**src/rtl/hlcp_pkg.sv**
```systemverilog
// ----------------------------------------------------------------------------
// Hex loader command parser package
// Sizes, field layout, parser modes, event codes and character constants.
// ----------------------------------------------------------------------------
package hlcp_pkg;

	localparam int unsigned CAPACITY = 2048;
	localparam int unsigned SLOTS    = 2;

	localparam int unsigned CHAR_W   = 8;
	localparam int unsigned KIND_W   = 2;
	localparam int unsigned BYTE_W   = 8;
	localparam int unsigned OFFSET_W = 11;
	localparam int unsigned SIZE_W   = 12;
	localparam int unsigned SLOT_W   = 1;
	localparam int unsigned MASK_W   = 2;
	localparam int unsigned COUNT_W  = $clog2(CAPACITY + 1);

	localparam int unsigned S_TDATA_W = 16;
	localparam int unsigned M_TDATA_W = 40;

	typedef enum logic [2:0] {
		MODE_IDLE = 3'b001,
		MODE_FILE = 3'b010,
		MODE_KILL = 3'b100
	} mode_t;

	typedef enum logic [KIND_W-1:0] {
		EV_DATA = 2'd0,
		EV_FILE = 2'd1,
		EV_FULL = 2'd2,
		EV_KILL = 2'd3
	} event_kind_t;

	localparam logic [CHAR_W-1:0] CHAR_OPEN_FILE = 8'h47; // G
	localparam logic [CHAR_W-1:0] CHAR_OPEN_KILL = 8'h4B; // K
	localparam logic [CHAR_W-1:0] CHAR_CLOSE     = 8'h48; // H
	localparam logic [CHAR_W-1:0] CHAR_0         = 8'h30;
	localparam logic [CHAR_W-1:0] CHAR_9         = 8'h39;
	localparam logic [CHAR_W-1:0] CHAR_UA        = 8'h41;
	localparam logic [CHAR_W-1:0] CHAR_UF        = 8'h46;
	localparam logic [CHAR_W-1:0] CHAR_LA        = 8'h61;
	localparam logic [CHAR_W-1:0] CHAR_LF        = 8'h66;
	localparam logic [3:0]        ALPHA_BASE     = 4'd10;

	typedef struct packed {
		logic       is_hex;
		logic       is_digit;
		logic [3:0] nibble;
		logic       is_open_file;
		logic       is_open_kill;
		logic       is_close;
	} char_class_t;

endpackage

```
**src/rtl/hlcp_char_decode.sv**
```systemverilog
// ----------------------------------------------------------------------------
// Hex loader character classifier
// Sorts a received character into command letters and hex digit values.
// ----------------------------------------------------------------------------
module hlcp_char_decode (
	input  logic [hlcp_pkg::CHAR_W-1:0] rx_char,
	output hlcp_pkg::char_class_t       cls
);
	import hlcp_pkg::*;

	logic                is_dec;
	logic                is_upper;
	logic                is_lower;
	logic [CHAR_W-1:0]   dec_off;
	logic [CHAR_W-1:0]   upper_off;
	logic [CHAR_W-1:0]   lower_off;

	assign is_dec   = (rx_char >= CHAR_0)  && (rx_char <= CHAR_9);
	assign is_upper = (rx_char >= CHAR_UA) && (rx_char <= CHAR_UF);
	assign is_lower = (rx_char >= CHAR_LA) && (rx_char <= CHAR_LF);

	assign dec_off   = rx_char - CHAR_0;
	assign upper_off = rx_char - CHAR_UA;
	assign lower_off = rx_char - CHAR_LA;

	always_comb begin
		cls              = '0;
		cls.is_digit     = is_dec;
		cls.is_hex       = is_dec || is_upper || is_lower;
		cls.is_open_file = (rx_char == CHAR_OPEN_FILE);
		cls.is_open_kill = (rx_char == CHAR_OPEN_KILL);
		cls.is_close     = (rx_char == CHAR_CLOSE);
		if (is_upper) begin
			cls.nibble = upper_off[3:0] + ALPHA_BASE;
		end else if (is_lower) begin
			cls.nibble = lower_off[3:0] + ALPHA_BASE;
		end else begin
			cls.nibble = dec_off[3:0];
		end
	end

endmodule

```
**src/rtl/hex_loader_command_parser_core.sv**
```systemverilog
// ----------------------------------------------------------------------------
// Hex loader command parser core
// Turns received characters into file data bytes, slot claims and kill
// requests, and tracks which slots are in use or asked to stop.
// ----------------------------------------------------------------------------
// A result passes two registers on its way to the output: the input register,
// then the result register.
// Throughput: one input transfer per cycle while the output is not stalled;
// the combinational parser update between the two registers allows this.
// Reset (arst_n low): idle mode, no pending nibble, zero count, all slots
// free with no stop request, both registers empty.
module hex_loader_command_parser_core (
	input  logic                            clk,
	input  logic                            arst_n,
	input  logic                            s_axis_tvalid,
	output logic                            s_axis_tready,
	// [7:0] rx_char, [8] released_slot, [15:9] zero
	input  logic [hlcp_pkg::S_TDATA_W-1:0]  s_axis_tdata,
	// [0] operation
	input  logic                            s_axis_tuser,
	output logic                            m_axis_tvalid,
	input  logic                            m_axis_tready,
	// [7:0] data_byte, [18:8] byte_offset, [30:19] file_len,
	// [31] slot_index, [33:32] stop_mask, [39:34] zero
	output logic [hlcp_pkg::M_TDATA_W-1:0]  m_axis_tdata,
	// [1:0] event_kind
	output logic [hlcp_pkg::KIND_W-1:0]     m_axis_tuser
);
	import hlcp_pkg::*;

	// input register
	logic              valid_s1;
	logic              op_s1;
	logic [CHAR_W-1:0] char_s1;
	logic [SLOT_W-1:0] rel_s1;

	// parser state
	mode_t              mode_q,   mode_d;
	logic               pend_q,   pend_d;
	logic [3:0]         hi_q,     hi_d;
	logic [COUNT_W-1:0] count_q,  count_d;
	logic [SLOTS-1:0]   busy_q,   busy_d;
	logic [SLOTS-1:0]   stop_q,   stop_d;

	// result register
	logic                out_valid_q;
	event_kind_t         out_kind_q;
	logic [BYTE_W-1:0]   out_byte_q;
	logic [OFFSET_W-1:0] out_off_q;
	logic [SIZE_W-1:0]   out_size_q;
	logic [SLOT_W-1:0]   out_slot_q;
	logic [MASK_W-1:0]   out_mask_q;

	// next result
	logic                res_valid;
	event_kind_t         res_kind;
	logic [BYTE_W-1:0]   res_byte;
	logic [OFFSET_W-1:0] res_off;
	logic [SIZE_W-1:0]   res_size;
	logic [SLOT_W-1:0]   res_slot;

	logic              advance;
	logic              in_xfer;
	char_class_t       cls;
	logic              free_found;
	logic [SLOT_W-1:0] free_idx;
	logic [SLOT_W-1:0] kill_idx;
	logic              kill_hit;

	assign advance       = valid_s1 && (!out_valid_q || m_axis_tready);
	assign s_axis_tready = !valid_s1 || advance;
	assign in_xfer       = s_axis_tvalid && s_axis_tready;

	hlcp_char_decode u_char_decode (
		.rx_char (char_s1),
		.cls     (cls)
	);

	// lowest free slot
	always_comb begin
		free_found = 1'b0;
		free_idx   = '0;
		for (int i = SLOTS - 1; i >= 0; i--) begin
			if (!busy_q[i]) begin
				free_found = 1'b1;
				free_idx   = SLOT_W'(i);
			end
		end
	end

	assign kill_idx = cls.nibble[SLOT_W-1:0];
	assign kill_hit = cls.is_digit && (32'(cls.nibble) < SLOTS) && busy_q[kill_idx];

	always_comb begin
		mode_d    = mode_q;
		pend_d    = pend_q;
		hi_d      = hi_q;
		count_d   = count_q;
		busy_d    = busy_q;
		stop_d    = stop_q;
		res_valid = 1'b0;
		res_kind  = EV_DATA;
		res_byte  = '0;
		res_off   = '0;
		res_size  = '0;
		res_slot  = '0;
		if (op_s1) begin
			if (32'(rel_s1) < SLOTS) begin
				busy_d[rel_s1] = 1'b0;
			end
		end else begin
			unique case (mode_q)
				MODE_KILL: begin
					mode_d = MODE_IDLE;
					if (kill_hit) begin
						stop_d[kill_idx] = 1'b1;
						res_valid        = 1'b1;
						res_kind         = EV_KILL;
						res_slot         = kill_idx;
					end
				end
				MODE_FILE: begin
					if (cls.is_close) begin
						mode_d = MODE_IDLE;
						pend_d = 1'b0;
						if (count_q != '0) begin
							res_valid = 1'b1;
							res_size  = SIZE_W'(count_q);
							if (free_found) begin
								busy_d[free_idx] = 1'b1;
								stop_d[free_idx] = 1'b0;
								res_kind         = EV_FILE;
								res_slot         = free_idx;
							end else begin
								res_kind = EV_FULL;
							end
						end
					end else if (cls.is_hex) begin
						if (!pend_q) begin
							hi_d   = cls.nibble;
							pend_d = 1'b1;
						end else begin
							pend_d = 1'b0;
							// drop bytes past capacity, count saturates
							if (count_q < COUNT_W'(CAPACITY)) begin
								count_d   = count_q + 1'b1;
								res_valid = 1'b1;
								res_kind  = EV_DATA;
								res_byte  = {hi_q, cls.nibble};
								res_off   = OFFSET_W'(count_q);
							end
						end
					end
				end
				default: begin
					mode_d = MODE_IDLE;
					if (cls.is_open_file) begin
						mode_d  = MODE_FILE;
						count_d = '0;
						pend_d  = 1'b0;
					end else if (cls.is_open_kill) begin
						mode_d = MODE_KILL;
					end
				end
			endcase
		end
	end

	always_ff @(posedge clk or negedge arst_n) begin
		if (!arst_n) begin
			valid_s1 <= 1'b0;
		end else if (in_xfer) begin
			valid_s1 <= 1'b1;
		end else if (advance) begin
			valid_s1 <= 1'b0;
		end
	end

	always_ff @(posedge clk) begin
		if (in_xfer) begin
			op_s1   <= s_axis_tuser;
			char_s1 <= s_axis_tdata[CHAR_W-1:0];
			rel_s1  <= s_axis_tdata[CHAR_W +: SLOT_W];
		end
	end

	always_ff @(posedge clk or negedge arst_n) begin
		if (!arst_n) begin
			mode_q  <= MODE_IDLE;
			pend_q  <= 1'b0;
			hi_q    <= '0;
			count_q <= '0;
			busy_q  <= '0;
			stop_q  <= '0;
		end else if (advance) begin
			mode_q  <= mode_d;
			pend_q  <= pend_d;
			hi_q    <= hi_d;
			count_q <= count_d;
			busy_q  <= busy_d;
			stop_q  <= stop_d;
		end
	end

	always_ff @(posedge clk or negedge arst_n) begin
		if (!arst_n) begin
			out_valid_q <= 1'b0;
		end else if (advance) begin
			out_valid_q <= res_valid;
		end else if (m_axis_tready) begin
			out_valid_q <= 1'b0;
		end
	end

	always_ff @(posedge clk) begin
		if (advance && res_valid) begin
			out_kind_q <= res_kind;
			out_byte_q <= res_byte;
			out_off_q  <= res_off;
			out_size_q <= res_size;
			out_slot_q <= res_slot;
			out_mask_q <= MASK_W'(stop_d);
		end
	end

	assign m_axis_tvalid = out_valid_q;
	assign m_axis_tuser  = out_kind_q;
	assign m_axis_tdata  = M_TDATA_W'({out_mask_q, out_slot_q, out_size_q, out_off_q,
		out_byte_q});

endmodule

```
**config.mk**
```make
export PLATFORM = sky130hd
export DESIGN_NAME = hex_loader_command_parser_core
export DESIGN_NICKNAME = d
export VERILOG_FILES = /design/src/rtl/hlcp_pkg.sv /design/src/rtl/hlcp_char_decode.sv /design/src/rtl/hex_loader_command_parser_core.sv
export SDC_FILE = /design/constraint.sdc
export NUM_CORES = 1
export LEC_CHECK = 0
export BUFFER_PORTS_ARGS = -buffer_cell sky130_fd_sc_hd__buf_2
export CORE_UTILIZATION = 45
export DETAILED_ROUTE_END_ITERATION = 7
export GPL_TIMING_DRIVEN = 0
export MAX_ROUTING_LAYER = met4
export PLACE_DENSITY = 0.67
export SLEW_MARGIN = 20
export SYNTH_ARGS = -nofsm -noshare
export SYNTH_HDL_FRONTEND = slang
export SYNTH_HIERARCHICAL = 1
export SYNTH_SLANG_ARGS = --single-unit
```
**constraint.sdc**
```tcl
create_clock -name clk -period 4.4 [get_ports clk]
set_clock_uncertainty 0.1 [all_clocks]
set_input_delay 0 -clock clk [delete_from_list [all_inputs] [get_ports clk]]
set_output_delay 0 -clock clk [all_outputs]
set_load 0.1 [all_outputs]
```
* After elaboration in Yosys (flattened, before gate mapping)
Cells that the tools add are included.
** Storage, ports and cells
- Register bits after elaboration :: 72
- Output and inout port bits :: 44
- Word-level logic and storage cells :: 155
** Cells by class
- Add/sub/neg operators :: 6
- $lt $le $gt $ge :: 14
- Equality and inequality tests :: 11
- Mux-type cells :: 61
- Bitwise logic cells :: 14
- Reduce and logical (&&, ||, !) cells :: 32
** Operators by type and width (count)
- $mux 12 :: 5
- $mux 2 :: 14
- $mux 1 :: 27
- $eq 8x7->1 const B :: 3
- $pmux 12 s2 :: 1
- $ge 8x7->1 const B :: 2
- $le 8x7->1 const B :: 2
- $reduce_bool 2->1 :: 7
- $add 12x1->12 const B :: 1
- $lt 12x12->1 const B :: 1
- $reduce_bool 12->1 :: 1
- $sub 4x1->4 const B :: 3
- $logic_and 1x1->1 :: 11
- $ne 2x2->1 const B :: 5
- $reduce_and 5->1 :: 2
- $mux 3 :: 3
- $add 4x4->4 const B :: 2
- $ge 8x6->1 const B :: 1
- $le 8x6->1 const B :: 1
- $mux 4 :: 2
- $not 1->1 :: 8
- $pmux 2 s2 :: 2
- $reduce_and 8->1 :: 1
- $lt 1x2->1 const B :: 3
- 17 further kinds :: 30

* Longest topological paths before layout
Gate-level depths: netlist (run 1).
- Word-level depth :: 13
- Depth in mapped cells :: 11
- Depth with buffers taken out :: 9

* Cells and area by module
The synthesis (run 1) kept the hierarchy.
** By module, submodules not included
- hex_loader_command_parser_core :: times used 1, cells each 272, area an instance 3306.9 µm², sequential area each 2033.2 µm²
- hlcp_char_decode :: times used 1, cells each 30, area an instance 246.5 µm², sequential area each 0.0 µm²

* Worst setup path after synthesis (run 1)
Ideal clock, no wire load.
- Kind :: register -> register
- Start point :: register char_s1[0]
- End point :: register out_kind_q[0], in the netlist m_axis_tuser[0] (enable)
- Setup time :: 0.398 ns
- Arrival time :: 3.362 ns
- Data required time :: 3.902 ns
- Path slack :: 0.541 ns
- Cell stages (with the launch flop) :: 8
- Period minus slack after synthesis :: 3.859 ns
- Path through :: edfxtp_1 inv_1 ha_1 or3b_1 a31o_2 or4b_2 a211oi_1 o311a_1
** RTL lines
- from (decl) :: RTL line hex_loader_command_parser_core.sv:34 : logic [CHAR_W-1:0] char_s1;
- from (signal assigned) :: RTL line hex_loader_command_parser_core.sv:182 : char_s1 <= s_axis_tdata[CHAR_W-1:0];
- to (signal assigned) :: RTL line hex_loader_command_parser_core.sv:217 : out_kind_q <= res_kind;
- to (decl) :: RTL line hex_loader_command_parser_core.sv:47 : event_kind_t out_kind_q;

==> results.ini, run 1 <==
[placement]
io_buffers=51
dp_cells=461
hpwlAfterDp_um=4770
gp_congestion=0.874

[cts]
numCtsBuffers=9
post_cts_buffers=0
cts-hold-fix-buffers=14
cts.clk_slew.worst_paths_ns=0.08
clk_latency_ns=0.36
htreeDepth=3
clock-sinks=72
ctsResizeCount=0
clockBufferDepth=2
cts_tree=done
cts_root_buffer=clkbuf_8

[cells_and_area]
drive_gt1_share_pct=27.2
multi_input_area_um2=1380
stdcell_count=491
regArea_um2=2030
n_antenna_cell=0
layout.nets=410
fillers=714
syn2layout_area_growth_pct=22.7

[worst_setup_path]
start_kind=register
path_class=register to register
critPathRequiredTime_ns=4.36
critPathMaxFanout=25
crit_path_end_kind=register
rrSetupSlack_ns=0.61
arrival_ns=3.75

[route]
wirelength_um=7100
drt-wirelength-per-cell_um=14.5
ant_nets=0
drc=0
vias=2622
routed_via_density=5.34
drt_iter0_drc=96
drt-pass1-iter-count=4

[timing]
drv_slew=0
min_period_ns=3.79
fmax_mhz=264
rsz0062_at_grt=no
worst_slew_pin_slew_ns=0.696
report.final.setup_viol=0
fin_crit_sh_pct=86.1
relSlewSlack_pct=53.3
fin_setup_tns_ns=0
hold_viol_final=0

[yosys]
syn-cell-area_um2=3550
synth_commonest_cells=46 x edfxtp_1, 28 x and2_1, 25 x dfrtp_1
synth_seq_cells=72
synth_top_area_share_pct=38.9
yosysUniqueCellTypes=59
synth_seq_area_share_pct=57.2
yosys-top-cells-area=edfxtp_1 39%, dfrtp_1 18%, and2_1 4.9%, a21oi_1 2.8%, or4_1 1.9%
yosysMostFrequentCell=edfxtp_1
yosys.area.top_type=edfxtp_1
yosysWarnings=6
async_flop_share_pct=36.1
synth.avg_cell_area_um2=11.8
synthCells=302
synth_flop_cell=edfxtp_1
synth_edf_count=46

[grt]
grt_first_pass_wirelength_um=11900
grtUsageTotal_pct=19.0
grt_start_max_net_pins=27
grt_antenna_before_repair=0
grt_pass1_vias=2534
grt_remaining_overflow=0

[power]
peakVddDrop_mv=0.189
p_leak_nw=1.67
p_per_area_nw_per_um2=336

[floorplanning]
dieHeight_um=90.9
num_rows=32
pin_count=65
start_util_pct=46.2
die_area_um2=8260
core_um2=7690
die_w_um=90.9

[job]
cap_violations=0

[run_status]
status=complete, no violations

[worst_hold_path]
hold_path.class=input port to async pin

## through the flow
stage / power, mW / area (µm²) / utilization, % / setup WS, ns / hold slack [ns]
2_1_floorplan: 0.819 / 3570 / - / 0.541 / -0.396
3_3_place_gp: 0.841 / 3960 / 51.4 / -0.0985 / -0.0508
3_5_place_dp: 0.843 / 3980 / 51.8 / 0.597 / -0.0466
4_1_cts: 1.47 / 4360 / 56.7 / 0.581 / 0.100
5_1_grt: 1.51 / 4360 / 56.7 / 0.458 / 0.157
6_report: 1.46 / 4360 / 56.7 / 0.611 / 0.0876
## critical path, cell delays in order, from the launching register on
cell      delay (ns)
edfxtp_1        0.51
inv_1           0.10
ha_1            0.20
or3b_1          0.44
a31o_2          0.28
or4b_2          0.74
a211oi_1        0.40
o311a_2         0.49
buf_16          0.23
## cell type report
class	instances	share of cell area, %
Clock inverter	6	2.47
Buffer	22	2.93
Clock buffer	10	2.93
Sequential cell	72	46.6
Inverter	10	0.861
Multi-Input combinational cell	203	31.5
Timing Repair Buffer	66	9.70
Tap cell	102	2.93
## cells in the final DEF, fill, tap and decap left out, drive strengths merged, types with 3 or more instances in the layout
master       netlist  layout
buf               13      65
edfxtp            46      46
and2              28      28
dfrtp             25      25
a21oi             20      20
clkbuf             9      19
nor2              16      16
dlygate4sd3        0      14
nand2             12      12
inv               10      10
nor3              10      10
or4                9       9
o31ai              9       9
nand3              7       7
a31oi              7       7
or3                6       6
conb               1       6
nor4               6       6
nand2b             5       5
o21ai              5       5
mux2               5       5
ha                 5       5
or4b               5       5
nor2b              4       4
nand4              4       4
mux2i              3       3
bufinv             0       3
or2                3       3
## layer usage
metal	global-route usage, %	share of wire (%)	vias up
met5	-	0	-
li1	-	-	1285
met1	21.8	43	1254
met4	10.8	3.1	0
met3	2.61	3.9	15
met2	31.9	50	68
## report_power, final
part,switching (mW),internal (mW)
sequential,0.0136,0.727
combinational,0.0638,0.0355
clock,0.249,0.375
total,0.326,1.14
## path summary, 6_finish.rpt
| path | startpoint | end | cells past startpoint |
|---|---|---|---|
| min in group clk | s_axis_tuser | op_s1 | 2 |
| min reg2reg | hi_q[3] | hi_q[3] | 1 |
| max | char_s1[0] | out_off_q[4] | 8 |
| min | arst_n | stop_q[1] | 2 |
| max reg2reg | char_s1[0] | out_off_q[4] | 8 |
| max in group asynchronous | arst_n | hi_q[1] | 2 |
## flip-flops by register name, indices dropped and copies added (netlist names)
| register | flops |
|---|---|
| rel_s1 | 1 |
| m_axis_tuser | 2 |
| m_axis_tvalid | 1 |
| valid_s1 | 1 |
| out_mask_q | 2 |
| out_slot_q | 1 |
| mode_q | 3 |
| stop_q | 2 |
| out_off_q | 11 |
| out_byte_q | 8 |
| count_q | 12 |
| char_s1 | 8 |
| op_s1 | 1 |
| hi_q | 4 |
| pend_q | 1 |
| busy_q | 2 |
| out_size_q | 12 |
## logic make-up (layout without fill, tap and decap cells)
family	Yosys count	in the layout	synth area share, %
AOI/OAI and AO/OA	60	60	12.1
xor gates and xnor gates	1	1	0.247
adders and majority gates	5	5	1.76
buffers and inverters	32	114	4.65
DFF	72	72	57.2
muxes	8	8	2.43
other	1	6	0.106
and+or+nand+nor	123	123	21.4
(Power assumes the default switching activity.)
==> inputs of run 2 (changes only) <==
Settings changed: PLACE_DENSITY 0.67 to 0.69.
Clock period 4.4 ns to 3.4 ns, I/O delays scaled along.
==> results.ini, run 2 (synthesis gave the netlist of run 1 again) <==
[cts]
clockBufferDepth=2
cts_root_buffer=clkbuf_8
htreeDepth=3
clk_latency_ns=0.35
numCtsBuffers=9
cts.clk_slew.worst_paths_ns=0.07
clock-sinks=72
cts_tree=done

[power]
pwr-share-seq_pct=55.1
p_sw_uw=418
peakVddDrop_mv=0.249
finalPower_mw=1.74
p_per_area_nw_per_um2=394
comb_power_share_pct=7.6
switching_share_pct=24.1
p_int_mw=1.32
p_clk_share_pct=37.3
p_leak_nw=1.68

[placement]
dp_cells=460
gp_congestion=0.889
io_buffers=51
hpwlAfterDp_um=4510
dpl_worst_slack_ns=-0.314

[worst_setup_path]
r2r-start=char_s1[1]
arrival_ns=3.13
critPathMaxFanout=19
start_kind=register
rr_endpoint=out_byte_q[6]
critPathRequiredTime_ns=3.36
crit_path_end_kind=register
rrSetupSlack_ns=0.23
reg2regPathDepth=8
path_class=register to register

[floorplanning]
pin_count=65
die_w_um=90.9
start_util_pct=46.2
num_rows=32
core_um2=7690
die_area_um2=8260
dieHeight_um=90.9

[route]
ant_nets=0
routed_via_density=5.28
drt-wirelength-per-cell_um=14.2
drt-pass1-iter-count=4
wirelength_um=7050
drt_iter0_drc=177
drc=0
vias=2614

[cells_and_area]
top_regs=count_q (12), out_size_q (12), out_off_q (11)
layout.nets=415
final_cell_mix=55 x buf_2, 46 x edfxtp_1, 28 x and2_1
fillers=673
n_antenna_cell=0
drive_gt1_share_pct=29.0
stdcell_count=495
mostFrequentLayoutCell=buf_2
syn2layout_area_growth_pct=23.9

[timing]
hold_viol_final=0
relSlewSlack_pct=50.1
fin_setup_tns_ns=0
rsz0062_at_grt=no
fmax_mhz=316
drv_slew=0
min_period_ns=3.17
worst_slack_ns=0.231
worst_slew_pin_slew_ns=0.744
whs_ns=0.0159
report.final.setup_viol=0
fin_crit_sh_pct=93.2

[worst_hold_path]
worstHoldPathCells=3
hold_path.class=input port to register
hold_start=m_axis_tready
holdPathEnd=m_axis_tvalid

[grt]
grt_first_pass_wirelength_um=11900
grt_start_max_net_pins=27
grtUsageTotal_pct=19.2
grt_remaining_overflow=0
grt_pass1_vias=2531
grt_antenna_before_repair=0

[run_status]
status=complete, no violations

[job]
cap_violations=0

[run 2: cell count changes in the layout (fill, tap and decap cells not counted), sizes merged]
cell	delta
dlygate4sd3	-1
bufinv	-2
clkinv	+2
o311a	+1
clkbuf	-1
buf	+5
[run 2: worst max-delay path by stage]
| stage | startpoint | end | slack, ns | cells after the start |
|---|---|---|---|---|
| floorplan | char_s1[0] | m_axis_tuser[0] | 0.09 | 7 |
| global placement | char_s1[0] | out_size_q[10] | -0.27 | 7 |
| detailed placement | char_s1[0] | out_size_q[6] | -0.31 | 7 |
| CTS | char_s1[1] | out_byte_q[4] | 0.02 | 8 |
| global route | char_s1[1] | out_byte_q[0] | 0.09 | 11 |
| finish | char_s1[1] | out_byte_q[6] | 0.23 | 8 |
[run 2: timing repair]
item / CTS / global route
gates resized for setup: 4 / 1
hold buffers: 13 / 0
setup endpoints to repair: 37 / 36
cloned: 1 / 0
hold endpoints to repair: 37 / 0
pin swaps: 3 / 1
setup buffers: 5 / 1
[run 2: layout make-up]
cell class | count | area [µm²] | share of cell area (%)
Sequential cell | 72 | 2030 | 46.2
Multi-Input combinational cell | 204 | 1430 | 32.4
Timing Repair Buffer | 70 | 468 | 10.6
Buffer | 22 | 128 | 2.90
Tap cell | 102 | 128 | 2.90
Clock buffer | 9 | 124 | 2.81
Clock inverter | 6 | 61.3 | 1.39
Inverter | 10 | 37.5 | 0.852
[run 2: power groups by stage]
stage	registers [mW]	logic, mW	clock network [mW]
final	0.957	0.132	0.649
after global routing	0.959	0.143	0.701
after CTS	0.957	0.130	0.659
after detailed placement	0.976	0.114	0
after global placement	0.975	0.113	0
after floorplan	0.972	0.0875	0
[run 2: critical path, stage by stage (launching register included)]
cell and delay [ns]:
edfxtp_1 0.45, inv_1 0.13, ha_1 0.23, or3b_4 0.43
a31o_2 0.27, or4b_4 0.59, a211oi_4 0.27, o311a_4 0.25
buf_12 0.16
[run 2: routing by layer]
metal | track usage (%) | share of wire (%) | vias up
li1 | - | - | 1300
met1 | 23.0 | 43 | 1228
met2 | 30.8 | 50 | 74
met3 | 4.29 | 5.0 | 12
met4 | 9.39 | 2.2 | 0
met5 | - | 0 | -
[run 2: metrics by stage]
step	instance area, µm²	util [%]
CTS	4390	57.1
finish	4400	57.3
floorplan	3580	-
global placement	3970	51.6
detailed placement	3970	51.6
global route	4400	57.3
